==> config.mk <==
export PLATFORM = sky130hd
export DESIGN_NAME = calendar_minute_adder_unit
export DESIGN_NICKNAME = d
export VERILOG_FILES = /design/src/rtl/core/cma_pkg.sv /design/src/rtl/core/calendar_minute_adder_unit.sv /design/src/rtl/core/cma_dpath.sv /design/src/rtl/core/cma_ctrl.sv
export SDC_FILE = /design/constraint.sdc
export NUM_CORES = 2
export LEC_CHECK = 0
export ABC_AREA = 1
export BUFFER_PORTS_ARGS = -buffer_cell sky130_fd_sc_hd__buf_2
export CAP_MARGIN = 0
export CORE_MARGIN = 8
export CORE_UTILIZATION = 60
export DETAILED_ROUTE_END_ITERATION = 8
export HOLD_SLACK_MARGIN = 0.12
export MAX_ROUTING_LAYER = met4
export PLACE_DENSITY = 0.84
export SLEW_MARGIN = 20
export SYNTH_ARGS = -nofsm -noshare
export SYNTH_HDL_FRONTEND = slang
export SYNTH_SLANG_ARGS = --single-unit
==> constraint.sdc <==
create_clock -name aclk -period 9.3 [get_ports aclk]
set_clock_uncertainty 0.2 [all_clocks]
set_input_delay 0.465 -clock aclk [delete_from_list [all_inputs] [get_ports aclk]]
set_output_delay 0.465 -clock aclk [all_outputs]
set_load 0.05 [all_outputs]
==> src/rtl/core/cma_pkg.sv <==
`timescale 1ns / 1ps
// cma_pkg: shared types, constants and helper functions for the calendar minute adder
// no dependencies

package cma_pkg;

    localparam int DAY_W   = 5;
    localparam int MON_W   = 4;
    localparam int YEAR_W  = 16;
    localparam int HOUR_W  = 5;
    localparam int MIN_W   = 6;
    localparam int STAT_W  = 2;
    localparam int SDAY_W  = 6;
    localparam int SMON_W  = 4;
    localparam int SYEAR_W = 17;
    localparam int SHOUR_W = 5;
    localparam int SMIN_W  = 6;
    localparam int AMT_W   = 32;
    localparam int QUO_W   = 27;
    localparam int REM_W   = 10;
    localparam int TDAY_W  = 9;
    localparam int DCON_W  = 9;

    localparam logic OP_SET = 1'b0;
    localparam logic OP_ADD = 1'b1;

    localparam logic [STAT_W-1:0] STAT_OK   = 2'd0;
    localparam logic [STAT_W-1:0] STAT_NEG  = 2'd1;
    localparam logic [STAT_W-1:0] STAT_WRAP = 2'd2;

    localparam logic [YEAR_W-1:0]  DEFAULT_YEAR = 16'd2000;
    localparam logic [MON_W-1:0]   MONTHS       = 4'd12;
    localparam logic [SHOUR_W-1:0] MAX_HOUR     = 5'd23;
    localparam logic [SMIN_W-1:0]  MAX_MINUTE   = 6'd59;

    typedef enum logic [1:0] {
        DIV_MIN  = 2'd0,
        DIV_HOUR = 2'd1,
        DIV_YEAR = 2'd2
    } div_sel_t;

    typedef struct packed {
        logic     capture;
        logic     init;
        logic     mul;
        logic     rem;
        logic     fix;
        logic     next;
        logic     walk;
        logic     commit;
        div_sel_t div_sel;
    } dp_cmd_t;

    typedef struct packed {
        logic skip_div;
        logic walk_done;
    } dp_stat_t;

    typedef struct packed {
        logic [AMT_W-1:0]   add_amount;
        logic [SMIN_W-1:0]  set_minute;
        logic [SHOUR_W-1:0] set_hour;
        logic [SYEAR_W-1:0] set_year;
        logic [SMON_W-1:0]  set_month;
        logic [SDAY_W-1:0]  set_day;
        logic               operation;
    } req_t;

    function automatic logic [DAY_W-1:0] month_len(input logic [MON_W-1:0] m);
        logic [DAY_W-1:0] len;
        case (m)
            4'd2:                    len = 5'd28;
            4'd4, 4'd6, 4'd9, 4'd11: len = 5'd30;
            default:                 len = 5'd31;
        endcase
        return len;
    endfunction

    // floor(2^k / divisor) for k = 37 and 32; one less than floor(2^40 / 365) for the year
    function automatic logic [31:0] div_mult(input div_sel_t sel);
        logic [31:0] mult;
        case (sel)
            DIV_MIN:  mult = 32'd2290649224;
            DIV_HOUR: mult = 32'd178956970;
            DIV_YEAR: mult = 32'd3012360623;
            default:  mult = 32'd0;
        endcase
        return mult;
    endfunction

    function automatic logic [DCON_W-1:0] div_const(input div_sel_t sel);
        logic [DCON_W-1:0] dc;
        case (sel)
            DIV_MIN:  dc = 9'd60;
            DIV_HOUR: dc = 9'd24;
            DIV_YEAR: dc = 9'd365;
            default:  dc = 9'd1;
        endcase
        return dc;
    endfunction

endpackage

==> src/rtl/core/calendar_minute_adder_unit.sv <==
`timescale 1ns / 1ps
// calendar_minute_adder_unit: top level, date and time register with set and minute add
// depends on cma_pkg, cma_ctrl, cma_dpath
//
//  channel | dir | tdata (lsb first)                             | tuser
//  s_      | in  | set_day, set_month, set_year, set_hour,       | operation
//          |     | set_minute, add_amount, zero pad to 72        |
//  m_      | out | day_now, month_now, year_now, hour_now,       | status
//          |     | minute_now, zero pad to 40                    |
//
// a set or a rejected add passes through capture, decode and commit from request to result
// an add runs the three divisions, then one walk step per month crossed (0 to 11), then commit
// the three divisions share one 32x32 reciprocal multiplier, each stepping through mul, rem, fix and next
// aresetn loads 1 jan 2000 00:00; a result waits in place while m_tready is low
// the next request is taken while a result waits, and commits once it is taken

module calendar_minute_adder_unit (
    input  logic        aclk,
    input  logic        aresetn,
    input  logic        s_tvalid,
    output logic        s_tready,
    input  logic [71:0] s_tdata,   // set_day, set_month, set_year, set_hour, set_minute, add_amount
    input  logic        s_tuser,   // operation
    output logic        m_tvalid,
    input  logic        m_tready,
    output logic [39:0] m_tdata,   // day_now, month_now, year_now, hour_now, minute_now
    output logic [1:0]  m_tuser    // status
);
    import cma_pkg::*;

    req_t              req;
    dp_cmd_t           cmd;
    dp_stat_t          stat;
    logic [DAY_W-1:0]  day_now;
    logic [MON_W-1:0]  month_now;
    logic [YEAR_W-1:0] year_now;
    logic [HOUR_W-1:0] hour_now;
    logic [MIN_W-1:0]  minute_now;
    logic [STAT_W-1:0] status;

    assign req.operation  = s_tuser;
    assign req.set_day    = s_tdata[5:0];
    assign req.set_month  = s_tdata[9:6];
    assign req.set_year   = s_tdata[26:10];
    assign req.set_hour   = s_tdata[31:27];
    assign req.set_minute = s_tdata[37:32];
    assign req.add_amount = s_tdata[69:38];

    cma_ctrl u_ctrl (
        .aclk     (aclk),
        .aresetn  (aresetn),
        .s_tvalid (s_tvalid),
        .s_tready (s_tready),
        .m_tvalid (m_tvalid),
        .m_tready (m_tready),
        .stat     (stat),
        .cmd      (cmd)
    );

    cma_dpath u_dpath (
        .aclk       (aclk),
        .aresetn    (aresetn),
        .req        (req),
        .cmd        (cmd),
        .stat       (stat),
        .day_now    (day_now),
        .month_now  (month_now),
        .year_now   (year_now),
        .hour_now   (hour_now),
        .minute_now (minute_now),
        .status     (status)
    );

    assign m_tdata = {4'd0, minute_now, hour_now, year_now, month_now, day_now};
    assign m_tuser = status;

    a_month_range: assert property (@(posedge aclk) disable iff (!aresetn)
        m_tvalid |-> (month_now >= 4'd1 && month_now <= MONTHS))
        else $error("month out of range");

    a_day_fits: assert property (@(posedge aclk) disable iff (!aresetn)
        m_tvalid |-> (day_now >= 5'd1 && day_now <= month_len(month_now)))
        else $error("day does not fit month");

    a_time_range: assert property (@(posedge aclk) disable iff (!aresetn)
        m_tvalid |-> (hour_now <= MAX_HOUR && minute_now <= MAX_MINUTE
                      && status != 2'd3))
        else $error("time or status out of range");

    a_one_at_a_time: assert property (@(posedge aclk) disable iff (!aresetn)
        (s_tvalid && s_tready) |=> !s_tready)
        else $error("request taken while busy");

endmodule

==> src/rtl/core/cma_dpath.sv <==
`timescale 1ns / 1ps
// cma_dpath: calendar state, request capture, reciprocal divider and month walk
// depends on cma_pkg

module cma_dpath (
    input  logic                     aclk,
    input  logic                     aresetn,
    input  cma_pkg::req_t            req,
    input  cma_pkg::dp_cmd_t         cmd,
    output cma_pkg::dp_stat_t        stat,
    output logic [cma_pkg::DAY_W-1:0]  day_now,
    output logic [cma_pkg::MON_W-1:0]  month_now,
    output logic [cma_pkg::YEAR_W-1:0] year_now,
    output logic [cma_pkg::HOUR_W-1:0] hour_now,
    output logic [cma_pkg::MIN_W-1:0]  minute_now,
    output logic [cma_pkg::STAT_W-1:0] status
);
    import cma_pkg::*;

    logic [DAY_W-1:0]  day_reg;
    logic [MON_W-1:0]  month_reg;
    logic [YEAR_W-1:0] year_reg;
    logic [HOUR_W-1:0] hour_reg;
    logic [MIN_W-1:0]  minute_reg;
    logic [STAT_W-1:0] status_reg;

    req_t              req_reg;
    logic [31:0]       x_reg;
    logic [QUO_W-1:0]  q_reg;
    logic [REM_W-1:0]  r_reg;
    logic [MIN_W-1:0]  min_w_reg;
    logic [HOUR_W-1:0] hr_w_reg;
    logic [TDAY_W-1:0] tday_reg;
    logic [MON_W-1:0]  mon_w_reg;
    logic [YEAR_W:0]   yr_w_reg;

    logic [63:0]       prod;
    logic [QUO_W-1:0]  q_est;
    logic [31:0]       qd;
    logic [DCON_W-1:0] dconst;
    logic [DAY_W-1:0]  walk_len;

    logic [MON_W-1:0]  v_month;
    logic [DAY_W-1:0]  v_len;
    logic [DAY_W-1:0]  v_day;
    logic [YEAR_W-1:0] v_year;
    logic [HOUR_W-1:0] v_hour;
    logic [MIN_W-1:0]  v_minute;

    assign dconst = div_const(cmd.div_sel);
    assign prod   = {32'd0, x_reg} * {32'd0, div_mult(cmd.div_sel)};
    assign qd     = {5'd0, q_reg} * {23'd0, dconst};

    always_comb begin
        case (cmd.div_sel)
            DIV_MIN:  q_est = prod[63:37];
            DIV_HOUR: q_est = prod[58:32];
            DIV_YEAR: q_est = {3'd0, prod[63:40]};
            default:  q_est = '0;
        endcase
    end

    // set validation
    assign v_month  = (req_reg.set_month == 4'd0 || req_reg.set_month > MONTHS)
                      ? 4'd1 : req_reg.set_month;
    assign v_len    = month_len(v_month);
    assign v_day    = (req_reg.set_day == 6'd0 || req_reg.set_day > {1'b0, v_len})
                      ? 5'd1 : req_reg.set_day[DAY_W-1:0];
    assign v_year   = req_reg.set_year[SYEAR_W-1] ? DEFAULT_YEAR
                      : req_reg.set_year[YEAR_W-1:0];
    assign v_hour   = (req_reg.set_hour > MAX_HOUR) ? 5'd0 : req_reg.set_hour;
    assign v_minute = (req_reg.set_minute > MAX_MINUTE) ? 6'd0 : req_reg.set_minute;

    assign walk_len       = month_len(mon_w_reg);
    assign stat.walk_done = tday_reg <= {4'd0, walk_len};
    assign stat.skip_div  = (req_reg.operation == OP_SET) || req_reg.add_amount[AMT_W-1];

    always_ff @(posedge aclk) begin
        if (cmd.capture) begin
            req_reg <= req;
        end
        if (cmd.init) begin
            x_reg <= {26'd0, minute_reg} + req_reg.add_amount;
        end
        if (cmd.mul) begin
            q_reg <= q_est;
        end
        if (cmd.rem) begin
            r_reg <= x_reg[REM_W-1:0] - qd[REM_W-1:0];
        end
        if (cmd.fix && r_reg >= {1'b0, dconst}) begin
            q_reg <= q_reg + 27'd1;
            r_reg <= r_reg - {1'b0, dconst};
        end
        if (cmd.next) begin
            case (cmd.div_sel)
                DIV_MIN: begin
                    min_w_reg <= r_reg[MIN_W-1:0];
                    x_reg     <= {27'd0, hour_reg} + {5'd0, q_reg};
                end
                DIV_HOUR: begin
                    hr_w_reg <= r_reg[HOUR_W-1:0];
                    x_reg    <= {27'd0, day_reg} + {5'd0, q_reg} - 32'd1;
                end
                DIV_YEAR: begin
                    tday_reg  <= r_reg[TDAY_W-1:0] + 9'd1;
                    yr_w_reg  <= {1'b0, year_reg} + {1'b0, q_reg[YEAR_W-1:0]};
                    mon_w_reg <= month_reg;
                end
                default: begin
                    x_reg <= x_reg;
                end
            endcase
        end
        if (cmd.walk) begin
            tday_reg <= tday_reg - {4'd0, walk_len};
            if (mon_w_reg == MONTHS) begin
                mon_w_reg <= 4'd1;
                yr_w_reg  <= yr_w_reg + 17'd1;
            end else begin
                mon_w_reg <= mon_w_reg + 4'd1;
            end
        end
    end

    always_ff @(posedge aclk) begin
        if (!aresetn) begin
            day_reg    <= 5'd1;
            month_reg  <= 4'd1;
            year_reg   <= DEFAULT_YEAR;
            hour_reg   <= '0;
            minute_reg <= '0;
            status_reg <= STAT_OK;
        end else if (cmd.commit) begin
            if (req_reg.operation == OP_SET) begin
                day_reg    <= v_day;
                month_reg  <= v_month;
                year_reg   <= v_year;
                hour_reg   <= v_hour;
                minute_reg <= v_minute;
                status_reg <= STAT_OK;
            end else if (req_reg.add_amount[AMT_W-1]) begin
                status_reg <= STAT_NEG;
            end else begin
                day_reg    <= tday_reg[DAY_W-1:0];
                month_reg  <= mon_w_reg;
                year_reg   <= yr_w_reg[YEAR_W-1:0];
                hour_reg   <= hr_w_reg;
                minute_reg <= min_w_reg;
                status_reg <= yr_w_reg[YEAR_W] ? STAT_WRAP : STAT_OK;
            end
        end
    end

    assign day_now    = day_reg;
    assign month_now  = month_reg;
    assign year_now   = year_reg;
    assign hour_now   = hour_reg;
    assign minute_now = minute_reg;
    assign status     = status_reg;

endmodule

==> src/rtl/core/cma_ctrl.sv <==
`timescale 1ns / 1ps
// cma_ctrl: sequencer for capture, three constant divisions, month walk and commit
// depends on cma_pkg

module cma_ctrl (
    input  logic              aclk,
    input  logic              aresetn,
    input  logic              s_tvalid,
    output logic              s_tready,
    output logic              m_tvalid,
    input  logic              m_tready,
    input  cma_pkg::dp_stat_t stat,
    output cma_pkg::dp_cmd_t  cmd
);
    import cma_pkg::*;

    typedef enum logic [7:0] {
        S_IDLE   = 8'b0000_0001,
        S_DECODE = 8'b0000_0010,
        S_MUL    = 8'b0000_0100,
        S_REM    = 8'b0000_1000,
        S_FIX    = 8'b0001_0000,
        S_NEXT   = 8'b0010_0000,
        S_WALK   = 8'b0100_0000,
        S_COMMIT = 8'b1000_0000
    } state_t;

    state_t   state_reg, state_next;
    div_sel_t phase_reg, phase_next;
    logic     valid_reg, valid_next;
    logic     out_free;

    assign out_free = !valid_reg || m_tready;
    assign s_tready = (state_reg == S_IDLE);
    assign m_tvalid = valid_reg;

    always_comb begin
        state_next  = state_reg;
        phase_next  = phase_reg;
        valid_next  = valid_reg && !m_tready;
        cmd         = '0;
        cmd.div_sel = phase_reg;
        case (state_reg)
            S_IDLE: begin
                if (s_tvalid) begin
                    cmd.capture = 1'b1;
                    state_next  = S_DECODE;
                end
            end
            S_DECODE: begin
                if (stat.skip_div) begin
                    state_next = S_COMMIT;
                end else begin
                    cmd.init   = 1'b1;
                    phase_next = DIV_MIN;
                    state_next = S_MUL;
                end
            end
            S_MUL: begin
                cmd.mul    = 1'b1;
                state_next = S_REM;
            end
            S_REM: begin
                cmd.rem    = 1'b1;
                state_next = S_FIX;
            end
            S_FIX: begin
                cmd.fix    = 1'b1;
                state_next = S_NEXT;
            end
            S_NEXT: begin
                cmd.next = 1'b1;
                case (phase_reg)
                    DIV_MIN: begin
                        phase_next = DIV_HOUR;
                        state_next = S_MUL;
                    end
                    DIV_HOUR: begin
                        phase_next = DIV_YEAR;
                        state_next = S_MUL;
                    end
                    default: begin
                        state_next = S_WALK;
                    end
                endcase
            end
            S_WALK: begin
                if (stat.walk_done) begin
                    state_next = S_COMMIT;
                end else begin
                    cmd.walk = 1'b1;
                end
            end
            S_COMMIT: begin
                if (out_free) begin
                    cmd.commit = 1'b1;
                    valid_next = 1'b1;
                    state_next = S_IDLE;
                end
            end
            default: begin
                state_next = S_IDLE;
            end
        endcase
    end

    always_ff @(posedge aclk) begin
        if (!aresetn) begin
            state_reg <= S_IDLE;
            phase_reg <= DIV_MIN;
            valid_reg <= 1'b0;
        end else begin
            state_reg <= state_next;
            phase_reg <= phase_next;
            valid_reg <= valid_next;
        end
    end

endmodule
Word-level counts from Yosys, hierarchy flattened --
Index checks and enable logic that the tools add are counted.
Word-level totals: bits in latches 0, bits in writable memories 0, bits in read-only memories 0, bits of input ports 77, output and inout port bits 44, memories 0, logic and storage cells 162, bits in registers 230
Operators by class: reduce and logical (&&, ||, !) cells 25, divide/modulo/power cells 0, mux-type cells 64, multipliers 2, bitwise logic cells 1, order comparisons 6, shift operators 0, equal/unequal tests 28, $add $sub $neg 12
Operators by type and width (count):
- $pmux 32 s3 | 2
- $pmux 27 s3 | 1
- $mux 17 | 4
- $mul 32x32->64 | 1
- $mux 32 | 2
- $pmux 8 s8 | 1
- $add 5x27->28 | 2
- $mux 27 | 2
- $mux 16 | 3
- $add 6x32->32 | 1
- $mux 8 | 4
- $sub 32x1->32 const B | 1
- $mux 5 | 6
- $mux 4 | 7
- $add 27x1->27 const B | 1
- $mul 27x9->10 | 1
- $mux 9 | 3
- $pmux 9 s3 | 1
- $eq 4x4->1 const B | 5
- $mux 10 | 2
- $mux 6 | 3
- $add 16x16->17 | 1
- $add 17x1->17 const B | 1
- $eq 4x3->1 const B | 4
- 42 further kinds | 79

Depth between registers and ports, before layout --
depth after elaboration 10, depth in mapped cells 40, gate-level depth less buffers 37

Modules after synthesis --
A second synthesis with hierarchy kept.
Second synthesis, totals: cell total of the unflattened synthesis 5612, area total of the unflattened synthesis 43788.2 um^2
By module, submodules not included:
- cma_dpath | cells each 5506, area an instance 43066.3 um^2, sequential area each 6025.8 um^2, times used 1
- cma_ctrl | cells each 101, area an instance 688.2 um^2, sequential area each 220.2 um^2, times used 1
- calendar_minute_adder_unit | cells each 5, area an instance 33.8 um^2, sequential area each 0.0 um^2, times used 1

Worst setup path before layout --
OpenSTA, ideal clock, no wires.
kind register -> register, start point reg u_ctrl.phase_reg[0], end point reg u_dpath.q_reg[13] (data pin), period minus slack after synthesis 8.016 ns, data required time 8.844 ns, setup slack 1.284 ns, arrival time 7.560 ns, stages on the path, launching flop included 33, path through dfxtp_1 -> inv_1 -> ha_1 -> clkbuf_1 -> clkbuf_1 -> clkbuf_1 -> nand2_1 -> fa_1 -> inv_1 -> fa_1 -> inv_1 -> fa_1 -> fa_1 -> inv_1 -> fa_1 -> fa_1 -> fa_1 -> inv_1 -> fa_1 -> inv_1 -> ha_1 -> nand2_1 -> inv_1 -> a21oi_1 -> a21boi_0 -> o21ai_0 -> nand2_1 -> nand3_1 -> or2_2 -> nand3_1 -> nand3_1 -> nand2_1 -> nand2_1
Between the ends: word-level cells in the longest chain between the ends 6, elaborated cells on any way between the ends 11, those cells by class mul (1); order compare (1); eq/ne (2); mux (5); reduce/logical (2)
Ends and longest elaborated chain:
- start, declared | line cma_ctrl.sv:29 | div_sel_t phase_reg, phase_next;
- start signal, assigned | line cma_ctrl.sv:114 | phase_reg <= phase_next;
- $eq 2x2->1 (tied with other cells) | line cma_pkg.sv:82, cma_pkg.sv:93, cma_dpath.sv:55
- $pmux 32 s3 | line cma_pkg.sv:82 | case (sel)
- $mul 32x32->64 | line cma_dpath.sv:51 | assign prod = {32'd0, x_reg} * {32'd0, div_mult(cmd.div_sel)};
- $pmux 27 s3 | line cma_dpath.sv:55 | case (cmd.div_sel)
- $mux 27 | line cma_dpath.sv:85 | if (cmd.mul) begin
- $mux 27 * | line cma_dpath.sv:91 | if (cmd.fix && r_reg >= {1'b0, dconst}) begin
- end signal, assigned | line cma_dpath.sv:86 | q_reg <= q_est;
- end signal, assigned | line cma_dpath.sv:92 | q_reg <= q_reg + 27'd1;
- end, declared | line cma_dpath.sv:29 | logic [QUO_W-1:0] q_reg;
Every way passes the cells marked *; elsewhere a longest branch is shown, timed or not. The select of a mux whose other input is x is not followed. A chain may end at the register's enable or synchronous reset.

Worst setup path after layout --
start point reg u_ctrl.phase_reg[0], end point reg u_dpath.q_reg[14] (data pin)
Same word-level chain as after synthesis.

==> impl_metrics.env <==
export IMPL_status="complete, no violations"
export IMPL_synth_seq_cells=230
export IMPL_nFillCells=6210
export IMPL_critPathMaxFanout=24
export IMPL_routed_wl_um=156000
export IMPL_cap_violations=0
export IMPL_rows=98
export IMPL_largest_reg_flops=71
export IMPL_seq_area_frac_synth_pct=14.6
export IMPL_synth_top_area_share_pct=28.6
export IMPL_grt_pass1_vias=37597
export IMPL_synth_flop_cell="edfxtp_1"
export IMPL_final_util_pct=65.5
export IMPL_final_hold_viol_count=0
export IMPL_grt_max_degree=72
export IMPL_finalCritPeriodShare_pct=96.3
export IMPL_max_freq_mhz=112
export IMPL_place_gp_congestion=1.10
export IMPL_synthToLayoutAreaGrowth_pct=8.59
export IMPL_die_h_um=283
export IMPL_drt_initial_drc_count=4777
export IMPL_antenna_found_initial=3
export IMPL_syn_avg_cell_area_sq_um=7.88
export IMPL_die_area_sq_mm=0.0803
export IMPL_pin_count=121
export IMPL_worstSetupStartpointType="register"
export IMPL_cp_common_cell="fa_1"
export IMPL_syn_inst=5443
export IMPL_syn_cell_area_sq_mm=0.0429
export IMPL_drive_above_1_share_pct=5.95
export IMPL_slew_violations=0
export IMPL_cts_htree_levels=1
export IMPL_core_sq_mm=0.0711
export IMPL_place_ws_ns=0.536
export IMPL_clk_latency_ns=0.55
export IMPL_final_antenna_net_count=0
export IMPL_synth_area_leaders="fa_1, ha_1, inv_1"
export IMPL_async_reset_ff_share_pct=0
export IMPL_setup_viol=0
export IMPL_cts_sinks=230
export IMPL_synth_most_common_cell="inv_1"
export IMPL_grt_usage_pct=39.7
export IMPL_hold_path_class="reg -> reg"
export IMPL_io_buffer_count=114
export IMPL_drt_pass1_iterations=8
export IMPL_viasPerCell=5.73
export IMPL_required_ns=9.39
export IMPL_via_count=38056
export IMPL_grt_pass1_wl_um=234000
export IMPL_dp_hpwl_um=135000
export IMPL_fin_setup_tns_ns=0
export IMPL_die_w_um=283
export IMPL_fin_ws_ns=0.341
export IMPL_ys_types=56
export IMPL_endpoint_kind="register"
export IMPL_start_util_pct=60.3
export IMPL_synth_top_area_cell="fa_1"
export IMPL_synth_edf_count=164
export IMPL_clk_path_buf_depth=3
export IMPL_grt_setup_unrepaired="no"
export IMPL_yosysWarningCount=0
export IMPL_cts_inserted_buffers=23
export IMPL_arrival_ns=9.05
export IMPL_tritoncts="done"
export IMPL_fin_crit_ns=8.96
export IMPL_fin_nets=6873
export IMPL_cp_slowest_cell="fa_1"
export IMPL_synth_commonest_cells="inv_1, nand2_1, fa_1"
export IMPL_slew_headroom_pct=34.0
export IMPL_cts_root_buf="clkbuf_16"
export IMPL_wl_per_cell_um=23.6
export IMPL_max_stage_delay_ns=0.59
export IMPL_cp_top_family="adder cells"
export IMPL_clk_pin_slew_ns=0.07
export IMPL_crit_buf_inv=8
export IMPL_grt_overflow=0
export IMPL_crit_type="reg -> reg"
export IMPL_worst_slew_pin_slew_ns=0.990
export IMPL_post_cts_setup_buffer_count=0
export IMPL_drc=0
-- cell usage in the layout (no fill, tap or decap), drive strengths merged, types with 5 or more instances in the layout --
cell         instances
a211oi               7
a21boi               8
a21o                10
a21oi              221
a22oi                9
a31oi               21
buf                214
clkbuf              27
clkinv              17
dfxtp               66
dlygate4sd3         73
edfxtp             164
fa                 613
ha                 516
inv               1338
nand2              984
nand3              334
nand3b               8
nand4               56
nor2               507
nor3                47
nor4                17
o211ai               9
o21a                12
o21ai              220
o21bai              15
o221ai               9
o22ai                6
o31ai                5
or2                 11
xnor2               28
xor2                89
-- metrics by stage --
stage	hold WS (ns)	std cells	cell area (sq um)
CTS	0.236	6634	46600
detailed placement	0.261	6519	45100
global route	0.289	6637	46600
floorplan	0.276	5446	42900
finish	0.271	6638	46600
global placement	0.253	6519	45100
-- tightest hold or removal path, cell delays in order (launching register included) --
cell     delay (ns)
dfxtp_1        0.31
nand2_1        0.06
a21oi_1        0.06
-- kinds of logic (layout without fill, tap and decap cells) --
| group | Yosys count | after routing | share of synthesized area [%] |
|---|---|---|---|
| adder cells (fa/ha/maj) | 1129 | 1129 | 43.7 |
| multiplexers | 1 | 1 | 0.0262 |
| other | 1 | 8 | 0.00874 |
| flip-flops | 230 | 230 | 14.6 |
| buffers and inverters | 1431 | 1669 | 12.6 |
| AO/OA/AOI/OAI | 564 | 564 | 7.32 |
| XOR/XNOR | 117 | 117 | 2.39 |
| AND/OR/NAND/NOR | 1970 | 1970 | 19.4 |
-- per-layer routing --
layer	global-route usage, %	up-vias	routed length [um]
met5	-	-	0
met4	14.4	0	7630
met3	9.94	326	18700
met2	57.8	2139	66500
met1	53.6	18217	63600
li1	-	17374	-
-- final cells by class --
class	count	area [sq um]	share of cell area, %
clock inverter	15	118	0.252
multi-input combinational	3785	31300	67.1
clock buffer	27	642	1.38
tap	950	1190	2.55
sequential	230	6250	13.4
timing repair buffer	287	2080	4.46
inverter	1340	5030	10.8
antenna	4	10.0	0.0215
-- what timing repair did --
item / in CTS / in global routing
gates resized for setup: 0 / 0
endpoints found under the hold margin: 74 / 0
hold buffers: 73 / 0
-- path summary, 6_finish.rpt --
path	from	endpoint	slack, ns	cells past startpoint
max	u_ctrl.phase_reg[0]	u_dpath.q_reg[14]	0.34	29
min	u_dpath.status[1]	u_dpath.status[1]	0.27	2
max reg2reg	u_ctrl.phase_reg[0]	u_dpath.q_reg[14]	0.34	29
min reg2reg	u_dpath.status[1]	u_dpath.status[1]	0.27	2
Power is left out: the tool's default activity adds up to more than one toggle a clock period on the data nets, which glitch-free logic cannot reach.
